[src/rtl/lspb_pkg.sv]
`timescale 1ns / 1ps
// Shared constants, codes and types for the LED strip pixel buffer.
// Depends on nothing; lspb_locate and led_strip_pixel_buffer import it.
package lspb_pkg;

    // Geometry of the buffer
    localparam int NUM_STRIPS     = 8;
    localparam int LEDS_PER_STRIP = 1024;
    localparam int MEM_WORDS      = NUM_STRIPS * LEDS_PER_STRIP;
    localparam int ADDR_W         = $clog2(MEM_WORDS);
    localparam int STRIP_W        = (NUM_STRIPS > 1) ? $clog2(NUM_STRIPS) : 1;
    localparam int LEN_W          = $clog2(LEDS_PER_STRIP + 1);

    // Field widths
    localparam int ACT_W   = 2;
    localparam int IDX_W   = 13;
    localparam int RUN_W   = 11;
    localparam int COLOR_W = 24;
    localparam int SEL_W   = 4;
    localparam int REQ_W   = 16;
    localparam int SEG_W   = 11;
    localparam int SUM_W   = SEG_W + 1;
    localparam int AW_EXT  = ((ADDR_W > SEG_W) ? ADDR_W : SEG_W) + 1;

    // Configuration port
    localparam int PADDR_W  = 3;
    localparam int PDATA_W  = 32;
    localparam logic REG_SEGMENT_LEN = 1'b0;
    localparam logic [SEG_W-1:0] SEG_RESET = 11'd1024;

    // Action codes
    localparam logic [ACT_W-1:0] ACT_FILL  = 2'd0;
    localparam logic [ACT_W-1:0] ACT_READ  = 2'd1;
    localparam logic [ACT_W-1:0] ACT_SETLEN = 2'd2;
    localparam logic [ACT_W-1:0] ACT_CLEAR = 2'd3;

    // Controller states
    typedef enum logic [2:0] {
        S_CLEAR,
        S_IDLE,
        S_LOCATE,
        S_FILL,
        S_READ,
        S_READ_WAIT,
        S_DONE
    } state_t;

    // Result of splitting a global index into strip and offset
    typedef struct packed {
        logic               done;
        logic               ok;
        logic [STRIP_W-1:0] strip;
        logic [SEG_W-1:0]   offset;
        logic [ADDR_W-1:0]  base;
    } loc_t;

endpackage

[src/rtl/lspb_locate.sv]
`timescale 1ns / 1ps
// Iterative index splitter: one subtraction of the segment length per cycle.
// Depends on lspb_pkg.
module lspb_locate
    import lspb_pkg::*;
(
    input  logic             aclk,
    input  logic             aresetn,
    input  logic             start,
    input  logic [IDX_W-1:0] index,
    input  logic [SEG_W-1:0] seg_len,
    output loc_t             loc
);

    logic               busy_reg, busy_next;
    logic               done_reg, done_next;
    logic               ok_reg, ok_next;
    logic [IDX_W-1:0]   rem_reg, rem_next;
    logic [STRIP_W-1:0] strip_reg, strip_next;
    logic [ADDR_W-1:0]  base_reg, base_next;

    // Control state
    always_ff @(posedge aclk) begin
        if (!aresetn) begin
            busy_reg <= 1'b0;
            done_reg <= 1'b0;
        end else begin
            busy_reg <= busy_next;
            done_reg <= done_next;
        end
    end

    // Working values
    always_ff @(posedge aclk) begin
        ok_reg    <= ok_next;
        rem_reg   <= rem_next;
        strip_reg <= strip_next;
        base_reg  <= base_next;
    end

    // Subtract one segment per cycle until the remainder fits
    always_comb begin
        busy_next  = busy_reg;
        done_next  = 1'b0;
        ok_next    = ok_reg;
        rem_next   = rem_reg;
        strip_next = strip_reg;
        base_next  = base_reg;
        if (start) begin
            busy_next  = 1'b1;
            rem_next   = index;
            strip_next = '0;
            base_next  = '0;
        end else if (busy_reg) begin
            if (seg_len == '0) begin
                busy_next = 1'b0;
                done_next = 1'b1;
                ok_next   = 1'b0;
            end else if (rem_reg < IDX_W'(seg_len)) begin
                busy_next = 1'b0;
                done_next = 1'b1;
                ok_next   = 1'b1;
            end else if (strip_reg == STRIP_W'(NUM_STRIPS - 1)) begin
                busy_next = 1'b0;
                done_next = 1'b1;
                ok_next   = 1'b0;
            end else begin
                rem_next   = rem_reg - IDX_W'(seg_len);
                strip_next = strip_reg + STRIP_W'(1);
                base_next  = base_reg + ADDR_W'(LEDS_PER_STRIP);
            end
        end
    end

    assign loc.done   = done_reg;
    assign loc.ok     = ok_reg;
    assign loc.strip  = strip_reg;
    assign loc.offset = rem_reg[SEG_W-1:0];
    assign loc.base   = base_reg;

endmodule

[config.mk]
export PLATFORM = sky130hd
export DESIGN_NAME = lspb_locate
export DESIGN_NICKNAME = d
export VERILOG_FILES = /design/src/rtl/lspb_pkg.sv /design/src/rtl/lspb_locate.sv
export SDC_FILE = /design/constraint.sdc
export NUM_CORES = 1
export LEC_CHECK = 0
export ABC_AREA = 1
export BUFFER_PORTS_ARGS = -buffer_cell sky130_fd_sc_hd__buf_2
export CORE_MARGIN = 2
export CORE_UTILIZATION = 45
export DETAILED_ROUTE_END_ITERATION = 16
export PLACE_DENSITY = 0.81
export SKIP_LAST_GASP = 1
export SLEW_MARGIN = 15
export SYNTH_ARGS = -nofsm -noshare
export SYNTH_HDL_FRONTEND = slang
export SYNTH_SLANG_ARGS = --single-unit
[constraint.sdc]
create_clock -name aclk -period 2.2 [get_ports aclk]
set_input_delay 0.22 -clock aclk [delete_from_list [all_inputs] [get_ports aclk]]
set_output_delay 0.22 -clock aclk [all_outputs]
set_load 0.05 [all_outputs]
==> results of run 1 <==
-- where the power goes --
group	internal, mW	switching [mW]
registers	0.518	0.0448
clock network	0.129	0.130
logic	0.270	0.597
-- through the flow --
step                area [sq um]  utilization  instances  hold slack, ns
floorplan                   1940            -        285           0.352
global placement            2060        0.512        354           0.496
detailed placement          2060        0.512        354           0.497
CTS                         2110        0.523        358           0.225
global route                2150        0.534        358           0.222
finish                      2150        0.534        358           0.223
-- final timing paths --
| check | cells after the start | startpoint | to |
|---|---|---|---|
| max | 10 | rem_reg[3] | rem_reg[10] |
| max reg2reg | 10 | rem_reg[3] | rem_reg[10] |
| min | 3 | index[11] | rem_reg[11] |
| min reg2reg | 4 | base_reg[11] | base_reg[11] |
-- cell usage in the layout, fill, tap and decap left out, types with 3 or more instances in the layout --
master,instances
ha_1,11
edfxtp_1,14
conb_1,10
a21oi_1,10
clkbuf_8,3
ha_4,3
nand4_1,11
o21ai_0,11
nand2_2,3
nor3_1,3
nand3_1,15
nor2_1,26
inv_1,47
nand2_1,68
dfxtp_1,8
buf_2,45
-- per-layer routing --
layer / global-route usage / share of wire / vias to the layer above
met1: 0.236 / 0.43 / 794
li1: - / - / 911
met2: 0.338 / 0.51 / 43
met5: 0 / 0 / -
met3: 0.0263 / 0.039 / 12
met4: 0.0719 / 0.023 / 0
-- cells by family (layout without fill, tap and decap cells) --
logic type,Yosys count,after routing
simple gates,133,133
buf+inv,76,99
compound gates,27,27
flops,22,22
fa+ha+maj,15,15
xor+xnor,2,2
other cells,1,10
-- final cells by class --
cell class              instances  area (sq um)  area share
multi-input cells             187          1030       0.481
well taps                      50          62.6      0.0291
inverters                      49           184      0.0855
repair buffers                 46           245       0.114
flip-flops and latches         22           581       0.270
clock buffers                   4          45.0      0.0209
-- worst max-delay path, delay by kind of cell, from the launching register on --
family | cells | cell delay (ns)
AND/OR/NAND/NOR | 7 | 0.70
flip-flops | 1 | 0.41
adder cells (fa/ha/maj) | 1 | 0.39
buffers and inverters | 2 | 0.25
==> metrics.cfg, run 1 <==
[finish]
fill_cells = 401
largest_register_ffs = 13
insertedDiodeCount = 0
fin_nets = 351
synthToLayoutAreaGrowth_pct = 12.7
drive_above_1_share = 0.211

[detailed_routing]
drtIter0Drc = 93
vias = 1760
ant_nets = 0
routed_wl_mm = 4.30
routed_via_density = 4.92
wl_per_cell_um = 12.0
drc = 0
dr.pass1.iters = 4

[floorplanning]
io_pins = 56
start_util = 0.474
core_area_sq_mm = 0.00403
die-height_um = 69.1
dieArea_sq_mm = 0.00478
die_w_um = 69.1
rows = 23

[sta]
fin_crit_sh = 0.932
slew_headroom = 0.599
slew_viol_final = 0
setup_violations = 0
setup_ws_ns = 0.150
finalHoldViolCount = 0
fin_crit_ns = 2.05
skew_ns = 0.00733
tightest_slew_ns = 0.600
max_freq_mhz = 488
tns_ns = 0

[worst_setup_path]
ff2ff_setup_slack_ns = 0.15
required_ns = 2.18
arrival_ns = 2.03
crit_chain = ha_1, nand2_2, inv_1, nand2_1, nand3_2, nand2_2, nand2_4, nand3_4, nand2_1, buf_12
slowest_stage = edfxtp_1
crit_type = reg -> reg
crit_path_start_kind = flop
cp_slowest_stage_delay_ns = 0.41
path_max_fanout = 13
crit_path_end_kind = flop

[logic_synthesis]
ys_top_cells_by_area = edfxtp_1 22%, nand2_1 13%, inv_1 9.2%
synth.top_cells.by_count = 68 x nand2_1, 47 x inv_1, 26 x nor2_1
synth_fa_ha_area_frac = 0.102
synth_top_family_by_area = simple AND/OR/NAND/NOR gates
syn_area_per_cell_sq_um = 6.92
netlist_area_sq_mm = 0.00191
async_flop_share = 0
synth.most_common_cell = nand2_1
ys_types = 29
synth_warnings = 0
synth_edf_count = 14
synthSimpleGateAreaFrac = 0.312
synth_top_cell_by_area = edfxtp_1
netlist_instances = 276
synth_ff_type = edfxtp_1
synthMuxAreaShare = 0
ys_ff_latch = 22
synth_xor_area_frac = 0.00917
synth_compound_area_frac = 0.0754
seq_area_frac_synth = 0.304
synth.top_cell.area_share = 0.220

[placement]
dp_hpwl_mm = 3.49
routabilityCongestion = 0.952
portBuffers = 45
pre_cts_ws_ns = 0.161

[clock_network]
h-tree-depth = 1
hold_buffers = 0
cts_buffers = 3
cts.path.max_buffers = 2
cts.sinks = 22
cts-root-buf = clkbuf_8
clk_pin_slew_ns = 0.08
cts_resized = 0
cts_tree = done
clock_latency_ns = 0.26
postCtsSetupBuffers = 0

[global_route]
grt_pass1_wl_mm = 7.60
antenna_found_initial = 0
grtUsageTotal = 0.192
grt_pass1_vias = 1791
grt_max_degree = 21
overflow = 0

[pwr]
leakagePower_nw = 1.17
ir_drop_mv = 0.375
power_mw = 1.69
pwr_density_cell_mw_per_mm2 = 785

[run_status]
outcome = completed

[min_path]
min-delay-path-class = in -> reg

[flow_run]
cap_viol_max_count = 0

Note: power is estimated with default switching activity, not from simulation.
==> run 2: changes to the inputs <==
- CORE_UTILIZATION: 45 -> 35
- PLACE_DENSITY: 0.81 -> 0.68
==> metrics.cfg, run 2 (same netlist as run 1, synthesis figures left out) <==
[clock_network]
clk_pin_slew_ns = 0.09  ; about the same
clock_latency_ns = 0.28  ; +0.02 ns
cts.path.max_buffers = 2  ; unchanged
postCtsSetupBuffers = 0  ; unchanged
hold_buffers = 0  ; unchanged
cts-root-buf = clkbuf_8
h-tree-depth = 1  ; unchanged
cts_buffers = 3  ; unchanged
cts.sinks = 22  ; unchanged
cts_tree = done

[sta]
setup_violations = 0  ; unchanged
fin_crit_ns = 2.07  ; +0.0185 ns
finalHoldViolCount = 0  ; unchanged
rsz0062_at_grt = false
hold-worst-slack_ns = 0.190  ; -0.0332 ns
setup_ws_ns = 0.132  ; -0.0185 ns
skew_ns = 0.00435  ; -0.00299 ns
tns_ns = 0  ; unchanged
slew_viol_final = 0  ; unchanged
max_freq_mhz = 483  ; -0.89%
fin_crit_sh = 0.940  ; +0.00841

[pwr]
leakagePower_nw = 1.18  ; +1.2%
ir_drop_mv = 0.305  ; -19%
pwr_density_cell_mw_per_mm2 = 815  ; +3.9%

[detailed_routing]
routed_via_density = 4.65  ; -5.3%
wl_per_cell_um = 12.3  ; +2.3%
dr.pass1.iters = 4  ; unchanged
vias = 1764  ; +0.23%
routed_wl_mm = 4.65  ; +8.3%
drc = 0  ; unchanged
ant_nets = 0  ; unchanged
drtIter0Drc = 86  ; -7.5%

[placement]
pre_cts_ws_ns = 0.116  ; -0.0443 ns
dp_hpwl_mm = 3.68  ; +5.4%
placed_area_sq_mm = 0.00209  ; +1.6%
dp_cells = 375  ; +5.9%
portBuffers = 45  ; unchanged
routabilityCongestion = 0.898  ; -5.7%

[worst_setup_path]
crit_path_start_kind = flop
arrival_ns = 2.07  ; +0.04 ns
critPathBufInv = 2  ; unchanged
crit_chain = ha_2, nand2_2, inv_2, nand2_1, nor2_1, nand2_2, nand2_4, nand3_4, nand2_1, buf_12
crit_path_end_kind = flop
path_max_fanout = 13  ; unchanged
slowest_stage = edfxtp_1
path_delay_family = simple AND/OR/NAND/NOR gates
crit_type = reg -> reg
cp_slowest_stage_delay_ns = 0.43  ; +0.02 ns
required_ns = 2.20  ; +0.02 ns

[floorplanning]
die-height_um = 77.9  ; +13%
core_area_sq_mm = 0.00517  ; +28%
dieArea_sq_mm = 0.00606  ; +27%
die_w_um = 77.9  ; +13%
rows = 26  ; +13%
start_util = 0.369  ; -0.105
io_pins = 56  ; unchanged

[finish]
final_cells = 379  ; +5.9%
stdcell_area_sq_mm = 0.00217  ; +0.70%
largest_register_ffs = 13  ; unchanged
fin_nets = 352  ; +0.28%
drive_above_1_share = 0.207  ; -0.00392
synthToLayoutAreaGrowth_pct = 13.5
insertedDiodeCount = 0  ; unchanged
layout_common_cells = 68 x nand2_1, 47 x inv_1, 45 x buf_2
final_common_cell = nand2_1

[global_route]
overflow = 0  ; unchanged
grtUsageTotal = 0.155  ; -0.0364
grt_pass1_vias = 1722  ; -3.9%
grt_max_degree = 18  ; -14%
antenna_found_initial = 0  ; unchanged
grt_pass1_wl_mm = 7.48  ; -1.6%

[run_status]
outcome = completed

[min_path]
min-delay-path-class = in -> reg

[flow_run]
cap_viol_max_count = 0  ; unchanged

[run 2: cell count changes in the layout (fill, tap and decap cells not counted)]
cell,change
buf_4,+1
ha_1,+2
clkbuf_16,+1
clkbuf_1,-1
ha_4,-3
a21oi_2,-1
a21oi_1,+1
ha_2,+1
[run 2: worst paths after layout]
path / from / to / slack (ns) / cells past startpoint
worst max-delay path: rem_reg[9] / rem_reg[2] / 0.13 / 10
worst min-delay path: aresetn / busy_reg / 0.19 / 3
worst max register to register: rem_reg[9] / rem_reg[2] / 0.13 / 10
worst min register to register: base_reg[11] / base_reg[11] / 0.54 / 4
[run 2: worst reg2reg max path, cell delays in order (launching register included)]
cell	delay [ns]
edfxtp_1	0.43
ha_2	0.40
nand2_2	0.09
inv_2	0.07
nand2_1	0.05
nor2_1	0.13
nand2_2	0.08
nand2_4	0.13
nand3_4	0.12
nand2_1	0.13
buf_12	0.16
[run 2: per-layer routing]
layer,share of wire,GRT usage,up-vias,wire [um]
met4,0.024,0.0696,0,114
met1,0.47,0.194,782,2210
met5,0,0,-,0
li1,-,-,909,-
met2,0.45,0.264,61,2080
met3,0.055,0.0221,12,257
[run 2: cell type report]
class                           count  area [sq um]
Sequential cell                    22           581
Fill cell                         562          3010
Clock buffer                        4          66.3
Tap cell                           70          87.6
Inverter                           49           184
Timing Repair Buffer               47           253
Multi-Input combinational cell    187           996
[run 2: per-stage QoR]
step	util	power, mW
after floorplan	-	1.27
after detailed placement	0.405	1.41
after global placement	0.405	1.40
after CTS	0.418	1.77
final	0.419	1.77
after global routing	0.419	1.88
[run 2: power breakdown]
part | internal [mW] | total (mW) | switching [mW]
sequential | 0.517 | 0.559 | 0.0424
combinational | 0.253 | 0.849 | 0.597
clock | 0.198 | 0.358 | 0.160
[run 2: what timing repair did]
action / 4_1_cts / 5_1_grt
hold endpoints to repair: 0 / 0
endpoints found under the setup margin: 0 / 13
resized for setup: 0 / 2
==> run 3: changes to the inputs <==
==> constraint.sdc (replaced) <==
create_clock -name aclk -period 2.2 [get_ports aclk]
set_input_delay 0 -clock aclk [delete_from_list [all_inputs] [get_ports aclk]]
set_output_delay 0 -clock aclk [all_outputs]
set_load 0.05 [all_outputs]
==> metrics.cfg, run 3 (same netlist as run 1, synthesis figures left out) <==
[worst_setup_path]
slowest_stage = edfxtp_1
cp_slowest_stage_delay_ns = 0.40  ; -0.03 ns
crit_chain = ha_1, a21oi_1, nand2_1, a21oi_2, nand2_4, nand3_4, nand2_1, buf_12
required_ns = 2.24  ; +0.04 ns
path_delay_family = simple AND/OR/NAND/NOR gates
crit_path_start_kind = flop
worst_path_most_repeated_cell = nand2_1
critPathBufInv = 1  ; -1
crit_path_end_kind = flop
crit_type = reg -> reg
arrival_ns = 2.08  ; about the same
path_max_fanout = 13  ; unchanged
ff2ff_setup_slack_ns = 0.16  ; +0.03 ns

[clock_network]
cts.path.max_buffers = 2  ; unchanged
clk_pin_slew_ns = 0.09  ; about the same
h-tree-depth = 1  ; unchanged
cts_buffers = 3  ; unchanged
cts_tree = done
postCtsSetupBuffers = 0  ; unchanged
cts-root-buf = clkbuf_8
clock_latency_ns = 0.27  ; about the same
cts.sinks = 22  ; unchanged

[global_route]
grtUsageTotal = 0.159  ; +0.00339
grt_pass1_wl_mm = 7.66  ; +2.4%
antenna_found_initial = 0  ; unchanged
grt_max_degree = 21  ; +3
overflow = 0  ; unchanged
grt_pass1_vias = 1648  ; -4.3%

[pwr]
p_int_uw = 981  ; +1.3%
seqPwrFrac = 0.318  ; about the same
pwr_density_cell_mw_per_mm2 = 800  ; -1.9%
swShare = 0.445  ; -0.00754
clkPwrFrac = 0.195  ; -0.007
power_mw = 1.77  ; about the same
ir_drop_mv = 0.319  ; +4.7%
leakagePower_nw = 1.18  ; +0.32%
combPwrFrac = 0.487  ; +0.006
power_switching_uw = 785  ; -1.7%

[finish]
layout_common_cells = 68 x nand2_1, 47 x inv_1, 45 x buf_2
drive_above_1_share = 0.213  ; +0.00578
finish.utilization = 0.427  ; +0.00798
fill_cells = 528  ; -6.0%
synthToLayoutAreaGrowth_pct = 15.7
final_cells = 380  ; +0.26%
fin_nets = 353  ; +0.28%
largest_register_ffs = 13  ; unchanged
insertedDiodeCount = 0  ; unchanged
final_common_cell = nand2_1

[floorplanning]
die_w_um = 77.9  ; unchanged
core_area_sq_mm = 0.00517  ; unchanged
io_pins = 56  ; unchanged
rows = 26  ; unchanged
start_util = 0.369  ; unchanged
dieArea_sq_mm = 0.00606  ; unchanged
die-height_um = 77.9  ; unchanged

[detailed_routing]
vias = 1743  ; -1.2%
routed_via_density = 4.59  ; -1.5%
dr.pass1.iters = 4  ; unchanged
wl_per_cell_um = 12.0  ; -2.1%
drtIter0Drc = 90  ; +4.7%
routed_wl_mm = 4.57  ; -1.9%
drc = 0  ; unchanged
ant_nets = 0  ; unchanged

[placement]
dp_cells = 374  ; -0.27%
dp_hpwl_mm = 3.61  ; -1.8%
routabilityCongestion = 0.902  ; +0.45%
pre_cts_ws_ns = 0.0900  ; -0.0264 ns
portBuffers = 45  ; unchanged

[sta]
fin_crit_sh = 0.929  ; -0.0114
setup_violations = 0  ; unchanged
tightest_slew_ns = 0.665
tns_ns = 0  ; unchanged
max_freq_mhz = 489  ; +1.2%
finalHoldViolCount = 0  ; unchanged
slew_headroom = 0.556
setup_ws_ns = 0.157  ; +0.0252 ns
fin_crit_ns = 2.04  ; -0.0252 ns
slew_viol_final = 0  ; unchanged
skew_ns = 0.00633  ; +0.00198 ns
rsz0062_at_grt = false

[run_status]
outcome = completed

[flow_run]
cap_viol_max_count = 0  ; unchanged

[min_path]
min-delay-path-class = in -> reg

[run 3: area by class of cell]
type / count / area (sq um) / share of cell area
clock buffer: 4 / 66.3 / 0.0300
inverter: 49 / 184 / 0.0833
multi-input combinational: 187 / 1020 / 0.464
sequential: 22 / 581 / 0.263
tap: 70 / 87.6 / 0.0397
timing repair buffer: 48 / 265 / 0.120
[run 3: worst min-delay path, cell delays in order]
cell and delay, ns:
buf_2 0.07, nand2_1 0.05, nand2_1 0.05
[run 3: layer usage]
layer | up-vias | wire (um) | track usage
met3 | 10 | 250 | 0.0279
met4 | 0 | 95 | 0.0571
met1 | 771 | 2140 | 0.204
met2 | 49 | 2080 | 0.266
met5 | - | 0 | 0
li1 | 913 | - | -
[run 3: power by group through the flow]
stage                     Sequential [mW]  Clock [mW]  Combinational, mW
final                               0.562       0.344              0.860
after global routing                0.572       0.379              0.951
after CTS                           0.559       0.360              0.840
after detailed placement            0.569           0              0.834
after global placement              0.565           0              0.828
after floorplan                     0.607           0              0.667
[run 3: worst paths after layout]
path | from | end | cells past startpoint
hold reg to reg | base_reg[11] | base_reg[11] | 4
setup / recovery | rem_reg[10] | rem_reg[11] | 8
setup reg to reg | rem_reg[10] | rem_reg[11] | 8
hold / removal | index[4] | rem_reg[4] | 3
[run 3: what timing repair did]
action / 4_1_cts / 5_1_grt
resized for setup: 0 / 7
setup endpoints to repair: 0 / 14
hold endpoints to repair: 2 / 0
hold buffers: 2 / 0
[run 3: metrics by stage]
step	area, sq um	hold WS [ns]
floorplan	1940	0.132
global placement	2090	0.273
detailed placement	2090	0.265
CTS	2170	0.000561
global route	2210	0.00750
finish	2210	0.00690
